[config.mk]
export PLATFORM = sky130hd
export DESIGN_NAME = positional_list_insert_erase_unit
export DESIGN_NICKNAME = d
export VERILOG_FILES = /design/src/rtl/core/pliu_pkg.sv /design/src/rtl/core/pliu_cell.sv /design/src/rtl/core/pliu_chain.sv /design/src/rtl/core/positional_list_insert_erase_unit.sv
export SDC_FILE = /design/constraint.sdc
export NUM_CORES = 1
export LEC_CHECK = 0
export BUFFER_PORTS_ARGS = -buffer_cell sky130_fd_sc_hd__buf_2
export CAP_MARGIN = 20
export CORE_MARGIN = 1
export CORE_UTILIZATION = 55
export DETAILED_ROUTE_END_ITERATION = 8
export PLACE_DENSITY = 0.82
export SLEW_MARGIN = 20
export SYNTH_ARGS = -nofsm -noshare
export SYNTH_HDL_FRONTEND = slang
export SYNTH_HIERARCHICAL = 1
export SYNTH_SLANG_ARGS = --single-unit
[constraint.sdc]
create_clock -name clk -period 5.45 [get_ports clk]
set_input_delay 1.09 -clock clk [delete_from_list [all_inputs] [get_ports clk]]
set_output_delay 1.09 -clock clk [all_outputs]
set_load 0.02 [all_outputs]
[src/rtl/core/pliu_pkg.sv]
// ---------------------------------------------------------------------------
// pliu_pkg: shared types and constants of the positional list unit
// request and response structs, opcodes, status codes and list geometry
// ---------------------------------------------------------------------------
`default_nettype none

package pliu_pkg;

    localparam int LIST_DEPTH = 16;
    localparam int IDX_W      = $clog2(LIST_DEPTH);
    localparam int CNT_W      = 5;
    localparam int POS_W      = 5;
    localparam int WORD_W     = 32;
    localparam int OP_W       = 4;

    typedef logic signed [WORD_W-1:0] word_t;

    typedef enum logic [OP_W-1:0] {
        OP_INSERT     = 4'd0,
        OP_ERASE      = 4'd1,
        OP_PUSH_BACK  = 4'd2,
        OP_PUSH_FRONT = 4'd3,
        OP_POP_BACK   = 4'd4,
        OP_POP_FRONT  = 4'd5,
        OP_CLEAR      = 4'd6,
        OP_READ       = 4'd7,
        OP_READ_LAST  = 4'd8,
        OP_DUMP       = 4'd9
    } opcode_t;

    typedef enum logic [1:0] {
        STATUS_OK    = 2'd0,
        STATUS_FULL  = 2'd1,
        STATUS_EMPTY = 2'd2,
        STATUS_RANGE = 2'd3
    } status_t;

    typedef enum logic {
        STATE_IDLE = 1'b0,
        STATE_DUMP = 1'b1
    } state_t;

    typedef struct packed {
        logic [OP_W-1:0]  opcode;
        logic [POS_W-1:0] position;
        word_t            value;
    } req_t;

    typedef struct packed {
        word_t            data;
        logic [CNT_W-1:0] count;
        status_t          status;
        logic             last;
    } rsp_t;

    // shift command broadcast to the whole chain
    typedef struct packed {
        logic             ins;
        logic             ers;
        logic [IDX_W-1:0] pos;
    } shift_cmd_t;

    // per-cell view of the shift command
    typedef struct packed {
        logic ins;
        logic ers;
        logic here;
        logic above;
    } cell_ctl_t;

endpackage

`default_nettype wire

[src/rtl/core/pliu_cell.sv]
// ---------------------------------------------------------------------------
// pliu_cell: one list entry
// holds a word, loads the new word or a neighbor's word on insert and erase
// ---------------------------------------------------------------------------
`default_nettype none

module pliu_cell
    import pliu_pkg::*;
(
    input  wire logic      clk,
    input  wire cell_ctl_t ctl,
    input  wire word_t     new_word,
    input  wire word_t     left_word,
    input  wire word_t     right_word,
    output word_t          word
);

    word_t word_reg;
    word_t word_next;

    always_comb
    begin
        word_next = word_reg;
        priority if (ctl.ins && ctl.here)
        begin
            word_next = new_word;
        end
        else if (ctl.ins && ctl.above)
        begin
            word_next = left_word;     // move up
        end
        else if (ctl.ers && (ctl.here || ctl.above))
        begin
            word_next = right_word;    // move down
        end
    end

    always_ff @(posedge clk)
    begin
        word_reg <= word_next;
    end

    assign word = word_reg;

endmodule

`default_nettype wire

[src/rtl/core/pliu_chain.sv]
// ---------------------------------------------------------------------------
// pliu_chain: row of list cells
// each cell trades words with its neighbors; one registered-side read port
// ---------------------------------------------------------------------------
`default_nettype none

module pliu_chain
    import pliu_pkg::*;
(
    input  wire logic             clk,
    input  wire shift_cmd_t       cmd,
    input  wire word_t            new_word,
    input  wire logic [IDX_W-1:0] rd_addr,
    output word_t                 rd_word
);

    word_t words [LIST_DEPTH];

    for (genvar i = 0; i < LIST_DEPTH; i++)
    begin : g_cell
        cell_ctl_t ctl;
        word_t     left_word;
        word_t     right_word;

        assign ctl.ins   = cmd.ins;
        assign ctl.ers   = cmd.ers;
        assign ctl.here  = (IDX_W'(i) == cmd.pos);
        assign ctl.above = (IDX_W'(i) > cmd.pos);

        if (i == 0)
        begin : g_first
            assign left_word = '0;
        end
        else
        begin : g_left
            assign left_word = words[i-1];
        end

        if (i == LIST_DEPTH - 1)
        begin : g_end
            assign right_word = '0;
        end
        else
        begin : g_right
            assign right_word = words[i+1];
        end

        pliu_cell u_cell (
            .clk        (clk),
            .ctl        (ctl),
            .new_word   (new_word),
            .left_word  (left_word),
            .right_word (right_word),
            .word       (words[i])
        );
    end

    assign rd_word = words[rd_addr];

endmodule

`default_nettype wire

[src/rtl/core/positional_list_insert_erase_unit.sv]
// ---------------------------------------------------------------------------
// positional_list_insert_erase_unit: ordered list of signed words
// insert/erase at a position, push/pop at either end, clear, read, dump
// ---------------------------------------------------------------------------
// usage
//   request channel: req_valid / req_stall / req (opcode, position, value)
//   response channel: rsp_valid / rsp_stall / rsp (data, count, status, last)
//   a request is taken at a clock edge with valid high and stall low
//   every command except a non-empty dump gives one response, presented
//   from the response register, which is loaded as the request is taken
//   commands other than dump are taken one per cycle unless stalled: the
//   cell row shifts in parallel, so an insert or erase finishes in that cycle
//   a dump of n entries gives n responses, one per cycle unless stalled,
//   the final one marked by last; req_stall stays high while it streams
//   rejected commands (full, empty, bad position) leave the list unchanged
//   and report the reason in status with data zero
//   reset empties the list; no clearing pass, entries past the count are
//   never read
//   when rsp_stall holds the response register, req_stall rises the same
//   cycle and the pending response stays put until taken
// ---------------------------------------------------------------------------
`default_nettype none

module positional_list_insert_erase_unit
    import pliu_pkg::*;
(
    input  wire logic clk,
    input  wire logic rst_n,

    input  wire logic req_valid,
    output logic      req_stall,
    input  wire req_t req,

    output logic      rsp_valid,
    input  wire logic rsp_stall,
    output rsp_t      rsp
);

    // control state
    state_t           state_reg;
    state_t           state_next;
    logic [CNT_W-1:0] count_reg;
    logic [CNT_W-1:0] count_next;
    logic [IDX_W-1:0] idx_reg;
    logic [IDX_W-1:0] idx_next;
    logic             rsp_valid_reg;
    logic             rsp_valid_next;
    rsp_t             rsp_reg;
    rsp_t             rsp_next;

    // handshake helpers
    logic             out_free;
    logic             req_take;
    logic             list_full;
    logic             list_empty;
    logic             dump_start;
    logic             dump_final;
    logic             load_rsp;
    logic [CNT_W-1:0] count_less_one;

    // chain interface
    shift_cmd_t       shift_cmd;
    logic [IDX_W-1:0] rd_addr;
    word_t            rd_word;

    // response register empties or is being taken this cycle
    assign out_free   = !rsp_valid_reg || !rsp_stall;
    assign req_stall  = (state_reg == STATE_DUMP) || !out_free;
    assign req_take   = req_valid && !req_stall;

    assign list_full      = (count_reg == CNT_W'(LIST_DEPTH));
    assign list_empty     = (count_reg == '0);
    assign count_less_one = count_reg - CNT_W'(1);

    assign dump_start = req_take && (req.opcode == OP_DUMP) && !list_empty;
    assign dump_final = ({1'b0, idx_reg} == count_less_one);

    // read address: dump index, last entry on read-last, else read position
    always_comb
    begin
        if (state_reg == STATE_DUMP)
        begin
            rd_addr = idx_reg;
        end
        else if (req.opcode == OP_READ_LAST)
        begin
            rd_addr = count_less_one[IDX_W-1:0];
        end
        else
        begin
            rd_addr = req.position[IDX_W-1:0];
        end
    end

    pliu_chain u_chain (
        .clk      (clk),
        .cmd      (shift_cmd),
        .new_word (req.value),
        .rd_addr  (rd_addr),
        .rd_word  (rd_word)
    );

    // next state
    always_comb
    begin
        state_next = state_reg;
        unique case (state_reg)
            STATE_IDLE:
            begin
                if (dump_start)
                begin
                    state_next = STATE_DUMP;
                end
            end
            STATE_DUMP:
            begin
                if (out_free && dump_final)
                begin
                    state_next = STATE_IDLE;
                end
            end
            default:
            begin
                state_next = STATE_IDLE;
            end
        endcase
    end

    // command decode, shift command and response
    always_comb
    begin
        shift_cmd       = '0;
        count_next      = count_reg;
        idx_next        = idx_reg;
        load_rsp        = 1'b0;
        rsp_next        = '0;
        rsp_next.status = STATUS_OK;
        rsp_next.last   = 1'b1;

        unique case (state_reg)
            STATE_IDLE:
            begin
                idx_next = '0;
                if (req_take)
                begin
                    load_rsp = !dump_start;
                    unique case (req.opcode)
                        OP_INSERT:
                        begin
                            if (list_full)
                                rsp_next.status = STATUS_FULL;
                            else if (req.position > count_reg)
                                rsp_next.status = STATUS_RANGE;
                            else
                            begin
                                shift_cmd.ins = 1'b1;
                                shift_cmd.pos = req.position[IDX_W-1:0];
                                count_next    = count_reg + CNT_W'(1);
                            end
                        end
                        OP_ERASE:
                        begin
                            if (list_empty)
                                rsp_next.status = STATUS_EMPTY;
                            else if (req.position >= count_reg)
                                rsp_next.status = STATUS_RANGE;
                            else
                            begin
                                shift_cmd.ers = 1'b1;
                                shift_cmd.pos = req.position[IDX_W-1:0];
                                count_next    = count_less_one;
                            end
                        end
                        OP_PUSH_BACK:
                        begin
                            if (list_full)
                                rsp_next.status = STATUS_FULL;
                            else
                            begin
                                shift_cmd.ins = 1'b1;
                                shift_cmd.pos = count_reg[IDX_W-1:0];
                                count_next    = count_reg + CNT_W'(1);
                            end
                        end
                        OP_PUSH_FRONT:
                        begin
                            if (list_full)
                                rsp_next.status = STATUS_FULL;
                            else
                            begin
                                shift_cmd.ins = 1'b1;
                                count_next    = count_reg + CNT_W'(1);
                            end
                        end
                        OP_POP_BACK:
                        begin
                            if (list_empty)
                                rsp_next.status = STATUS_EMPTY;
                            else
                            begin
                                shift_cmd.ers = 1'b1;
                                shift_cmd.pos = count_less_one[IDX_W-1:0];
                                count_next    = count_less_one;
                            end
                        end
                        OP_POP_FRONT:
                        begin
                            if (list_empty)
                                rsp_next.status = STATUS_EMPTY;
                            else
                            begin
                                shift_cmd.ers = 1'b1;
                                count_next    = count_less_one;
                            end
                        end
                        OP_CLEAR:
                        begin
                            count_next = '0;
                        end
                        OP_READ:
                        begin
                            if (list_empty)
                                rsp_next.status = STATUS_EMPTY;
                            else if (req.position >= count_reg)
                                rsp_next.status = STATUS_RANGE;
                            else
                                rsp_next.data = rd_word;
                        end
                        OP_READ_LAST:
                        begin
                            if (list_empty)
                                rsp_next.status = STATUS_EMPTY;
                            else
                                rsp_next.data = rd_word;
                        end
                        OP_DUMP:
                        begin
                            // non-empty dump streams from the dump state
                            if (list_empty)
                                rsp_next.status = STATUS_EMPTY;
                        end
                        default:
                        begin
                            // unused opcodes: plain acknowledge
                        end
                    endcase
                end
                rsp_next.count = count_next;
            end
            STATE_DUMP:
            begin
                load_rsp       = out_free;
                rsp_next.data  = rd_word;
                rsp_next.count = count_reg;
                rsp_next.last  = dump_final;
                if (out_free)
                begin
                    idx_next = idx_reg + IDX_W'(1);
                end
            end
            default:
            begin
            end
        endcase

        if (load_rsp)
            rsp_valid_next = 1'b1;
        else if (rsp_stall)
            rsp_valid_next = rsp_valid_reg;
        else
            rsp_valid_next = 1'b0;
    end

    always_ff @(posedge clk or negedge rst_n)
    begin
        if (!rst_n)
        begin
            state_reg     <= STATE_IDLE;
            count_reg     <= '0;
            idx_reg       <= '0;
            rsp_valid_reg <= 1'b0;
        end
        else
        begin
            state_reg     <= state_next;
            count_reg     <= count_next;
            idx_reg       <= idx_next;
            rsp_valid_reg <= rsp_valid_next;
        end
    end

    // response payload, held while stalled
    always_ff @(posedge clk)
    begin
        if (load_rsp)
        begin
            rsp_reg <= rsp_next;
        end
    end

    assign rsp_valid = rsp_valid_reg;
    assign rsp       = rsp_reg;

    // count never passes the list depth
    a_count_bound: assert property (@(posedge clk) disable iff (!rst_n)
        count_reg <= CNT_W'(LIST_DEPTH))
        else $error("list count beyond depth");

    // the list count does not change while a dump streams
    a_dump_count_stable: assert property (@(posedge clk) disable iff (!rst_n)
        state_reg == STATE_DUMP |=> count_reg == $past(count_reg))
        else $error("count changed during dump");

    // dump index stays inside the list
    a_dump_index: assert property (@(posedge clk) disable iff (!rst_n)
        state_reg == STATE_DUMP |-> {1'b0, idx_reg} < count_reg)
        else $error("dump index past the count");

    // a rejected command gives one final response with zero data
    a_reject_shape: assert property (@(posedge clk) disable iff (!rst_n)
        rsp_valid_reg && rsp_reg.status != STATUS_OK
            |-> rsp_reg.last && rsp_reg.data == '0)
        else $error("malformed reject response");

endmodule

`default_nettype wire

**After elaboration in Yosys (flattened, before gate mapping)**

Cells that the tools add are included.
Widths: inputs -> output; s select.

- $add $sub $neg: 3
- Multiply operators: 0
- Div/mod/pow operators: 0
- Order comparisons: 19
- Eq/ne operators: 28
- Shift operators: 0
- Multiplexer cells: 98
- Bitwise logic cells: 3
- Reduce and logical (&&, ||, !) cells: 100

Operators by type and width:

| kind | count |
|---|---|
| $mux 32 | 54 |
| $bmux 32 s4 | 1 |
| $pmux 37 s2 | 1 |
| $pmux 32 s2 | 1 |
| $logic_and 1x1->1 | 52 |
| $mux 5 | 10 |
| $reduce_bool 3->1 | 16 |
| $eq 4x4->1 const A | 8 |
| $gt 4x4->1 const A | 8 |
| $pmux 5 s5 | 1 |
| $mux 4 | 6 |
| $logic_or 1x1->1 | 18 |
| $eq 3x4->1 const A | 4 |
| $eq 4x3->1 const B | 4 |
| $gt 3x4->1 const A | 4 |
| $pmux 4 s4 | 1 |
| $mux 6 | 2 |
| $mux 1 | 10 |
| $mux 2 | 5 |
| $eq 2x4->1 const A | 2 |
| $eq 4x2->1 const B | 2 |
| $eq 4x4->1 const B | 2 |
| $gt 1x4->1 const A | 2 |
| $gt 2x4->1 const A | 2 |
| 22 further kinds | 35 |

- Register bits after elaboration: 563
- Latch bits: 0
- Bits in writable memories: 0
- ROM bits: 0
- Input port bits: 45
- Word-level logic and storage cells: 275
- Memories kept: 0

**Longest topological paths before layout**

- Depth in word-level cells: 14
- Gate-level depth with buffers: 20

**Modules after synthesis**

The synthesis kept the hierarchy.

Modules (own cells, without submodules):

| module | times used | cells each | area an instance (um^2) | sequential area each (um^2) |
|---|---|---|---|---|
| pliu_cell | 16 | 184 | 1770.4 | 960.9 |
| pliu_chain | 1 | 316 | 3903.7 | 0.0 |
| positional_list_insert_erase_unit | 1 | 279 | 2934.1 | 1476.4 |

**Least setup slack after synthesis**

OpenSTA, ideal clock, no wires.

- Kind: in2reg
- From: in req[36] (netlist bit)
- To: reg u_chain.g_cell[3].u_cell.word_reg[0], enable pin
- Arrival: 4.377 ns
- Data required time: 5.059 ns
- Setup slack: 0.682 ns
- Cell stages on the path: 13
- Cell sequence: ha_1 -> nand2_1 -> a211oi_2 -> o21ai_2 -> and2_4 -> a222oi_1 -> nor2_1 -> or2_2 -> clkbuf_1 -> nor2_1 -> buf_4 -> buf_2 -> o22a_1

RTL lines:

| item | line | RTL |
|---|---|---|
| start, declared | positional_list_insert_erase_unit.sv:32 | `input wire req_t req,` |
| end signal, assigned | pliu_cell.sv:40 | `word_reg <= word_next;` |
| end, declared | pliu_cell.sv:18 | `word_t word_reg;` |

==> flow_metrics.env <==
export IMPL_cap_viol_max_count=0
export IMPL_reg2reg_slack_ns=0.46
export IMPL_drc_errors=0
export IMPL_crit_fanout=32
export IMPL_synth_adder_area_share_pct=0.3843
export IMPL_dp_hpwl_mm=70.98
export IMPL_cts_hold_buf=0
export IMPL_first_global_vias=27270
export IMPL_drt_vias_per_instance=7.084
export IMPL_clock_fmax_mhz=200.5
export IMPL_crit_buf_inv=2
export IMPL_final_common_cell="nor3_1"
export IMPL_cts_resized=0
export IMPL_grt_max_degree=98
export IMPL_grt_util_all_layers_pct=29.68
export IMPL_cp_required_ns=5.83
export IMPL_cp_arrival_ns=5.37
export IMPL_final_cell_mix="nor3_1, edfxtp_1, o22ai_1"
export IMPL_initial_core_util_pct=55.75
export IMPL_fin_util_pct=60.14
export IMPL_power_density_mw_per_mm2=335.4
export IMPL_worst_slew_pin_transition_ns=0.9527
export IMPL_grt_pass1_wl_mm=154.4
export IMPL_cts_buffers=60
export IMPL_finalNetCount=3537
export IMPL_numClockSinks=563
export IMPL_htree_levels=2
export IMPL_worst_slack_ns=0.4621
export IMPL_crit_path_start_kind="register"
export IMPL_numPlacedInstances=4266
export IMPL_worstSkewPairLatency_ns=0.67
export IMPL_synth_area_mm2=0.03516
export IMPL_first_iter_violations=5210
export IMPL_syn_to_final_growth_pct=7.874
export IMPL_power_leakage_nw=11.99
export IMPL_cts_buffer_depth=3
export IMPL_path_class="register to register"
export IMPL_finalHoldViolCount=0
export IMPL_routabilityCongestion=0.9244
export IMPL_antenna_found_initial=1
export IMPL_rsz0062_at_grt="false"
export IMPL_cts_tree="built"
export IMPL_path_cells="inv_1, ha_1, nor3b_2, and2_1, inv_1, ha_1, nand3b_1, o21ai_0, a22oi_1, nor2_1, nand2b_1, nor2_4, nand2_2, o22ai_1, nor3_1"
export IMPL_hold_class="primary input to asynchronous set/reset pin"
export IMPL_synthDistinctLibCells=61
export IMPL_placed_area_mm2=0.03611
export IMPL_tns_ns=0
export IMPL_wire_per_inst_um=22.51
export IMPL_synth_top_family_by_area="simple AND/OR/NAND/NOR gates"
export IMPL_drive_gt1_share_pct=13.47
export IMPL_endpoint_kind="register"
export IMPL_wirelength_mm=98.44
export IMPL_synthArstFlopShare_pct=1.954
export IMPL_status="completed"
export IMPL_post_route_min_period_ns=4.988
export IMPL_synth_xor_area_share_pct=0.2242
export IMPL_clock_skew_ns=0.03414
export IMPL_reg2reg_from="count_reg[0]$_DFFE_PN0N_"
export IMPL_ios=87
export IMPL_max_stage_delay_ns=0.60
export IMPL_synth_edf_count=552
export IMPL_layoutNonFillerInstCount=4374
export IMPL_drt_pass1_iter_count=6
export IMPL_synthSimpleGateAreaFrac_pct=25.09
export IMPL_gr_total_overflow=0
export IMPL_clk_pin_slew_ns=0.06
export IMPL_synth_compound_area_share_pct=12.21
export IMPL_r2r_cells=15
export IMPL_largest_register_ffs=512
export IMPL_core_area_mm2=0.06308
export IMPL_finalCritPeriodShare_pct=91.52
export IMPL_fp_dieW_um=254.9
export IMPL_critPathSlowestCell="dfrtp_1"
export IMPL_rows=92
export IMPL_syn_inst=3539
export IMPL_die_area_mm2=0.06495
export IMPL_die_h_um=254.9
export IMPL_post_cts_buffers=0
export IMPL_ys_ff_latch=563
export IMPL_drv_slew=0
export IMPL_setup_violations=0
export IMPL_root_buffer="clkbuf_16"
export IMPL_yosys_warnings=6
export IMPL_irDropWorstVdd_mv=0.2648
export IMPL_dpl_worst_slack_ns=0.3430
export IMPL_reg2reg_to="u_chain/g_cell[9].u_cell/word[8]$_DFFE_PP_"
export IMPL_synth_area_mux_share_pct=8.255
export IMPL_yosysSeqAreaShare_pct=47.92
export IMPL_syn_area_per_cell_um2=9.936
export IMPL_final_area_mm2=0.03793
export IMPL_via_count=30990
export IMPL_synth_main_ff_cell="edfxtp_1"
export IMPL_slew_headroom_pct=36.35
export IMPL_cp_top_family="simple AND/OR/NAND/NOR gates"
export IMPL_numPortBuffers=86
export IMPL_ant_nets=0
Yosys cell counts (all sizes together), types with 4 or more instances:
| library cell | n | area [um^2] |
|---|---|---|
| a21o | 4 | 30.03 |
| a21oi | 17 | 92.59 |
| a22oi | 65 | 488.0 |
| and2 | 7 | 48.80 |
| buf | 325 | 1747 |
| clkbuf | 72 | 270.3 |
| dfrtp | 11 | 275.3 |
| edfxtp | 552 | 16580 |
| ha | 10 | 125.1 |
| inv | 15 | 58.81 |
| mux4 | 128 | 2883 |
| nand2 | 88 | 410.4 |
| nand2b | 6 | 37.54 |
| nand3 | 11 | 55.05 |
| nor2 | 42 | 157.7 |
| nor2b | 35 | 219.0 |
| nor3 | 1545 | 7732 |
| nor3b | 5 | 57.56 |
| o21ai | 19 | 110.1 |
| o22a | 16 | 140.1 |
| o22ai | 516 | 3228 |
| or2 | 5 | 31.28 |
| xnor2 | 5 | 43.79 |
| xor2 | 4 | 35.03 |
kinds of logic after synthesis:
group	after synthesis
other cells	1
buf+inv	412
simple gates	1752
flops	563
fa+ha+maj	11
mux	130
xor+xnor	9
compound gates	661
worst max path at each step:
stage	startpoint	slack, ns	depth (start not counted)	end
after floorplan	req[36]	0.68	13	u_chain/g_cell[3].u_cell/word[0]$_DFFE_PP_
after global placement	req[33]	0.40	13	u_chain/g_cell[13].u_cell/word[19]$_DFFE_PP_
after detailed placement	req[33]	0.34	13	u_chain/g_cell[13].u_cell/word[0]$_DFFE_PP_
after CTS	count_reg[0]$_DFFE_PN0N_	0.69	15	u_chain/g_cell[13].u_cell/word[0]$_DFFE_PP_
after global routing	count_reg[0]$_DFFE_PN0N_	0.27	15	u_chain/g_cell[5].u_cell/word[4]$_DFFE_PP_
final	count_reg[0]$_DFFE_PN0N_	0.46	15	u_chain/g_cell[9].u_cell/word[8]$_DFFE_PP_
routing by layer:
metal | wire [um] | global-route usage (%) | vias up | share of wire, %
met5 | 0 | 0 | - | 0
met4 | 1920 | 7.271 | 0 | 2.0
met3 | 13030 | 4.424 | 124 | 13
met2 | 44220 | 45.03 | 2278 | 45
met1 | 39270 | 44.80 | 14580 | 40
li1 | - | - | 14000 | -
through the flow:
step / hold slack, ns / power [mW]
after global routing: 0.3207 / 13.12
after detailed placement: 0.6481 / 8.860
after global placement: 0.6291 / 8.816
after CTS: 0.3145 / 12.69
after floorplan: 0.5428 / 7.715
final: 0.3225 / 12.72
cell type report:
cell class / count / area (um^2)
flip-flops and latches: 563 / 16850
well taps: 846 / 1059
clock inverters: 31 / 257.7
repair buffers: 182 / 1326
clock buffers: 76 / 1562
fillers: 5109 / 25150
diodes: 1 / 2.502
multi-input cells: 2660 / 16820
inverters: 15 / 58.81
where the power goes:
| part | switching (mW) | total, mW | internal [mW] |
|---|---|---|---|
| sequential | 0.152 | 5.17 | 5.02 |
| combinational | 2.08 | 3.68 | 1.60 |
| clock | 1.76 | 3.88 | 2.12 |
(Power assumes the default switching activity.)
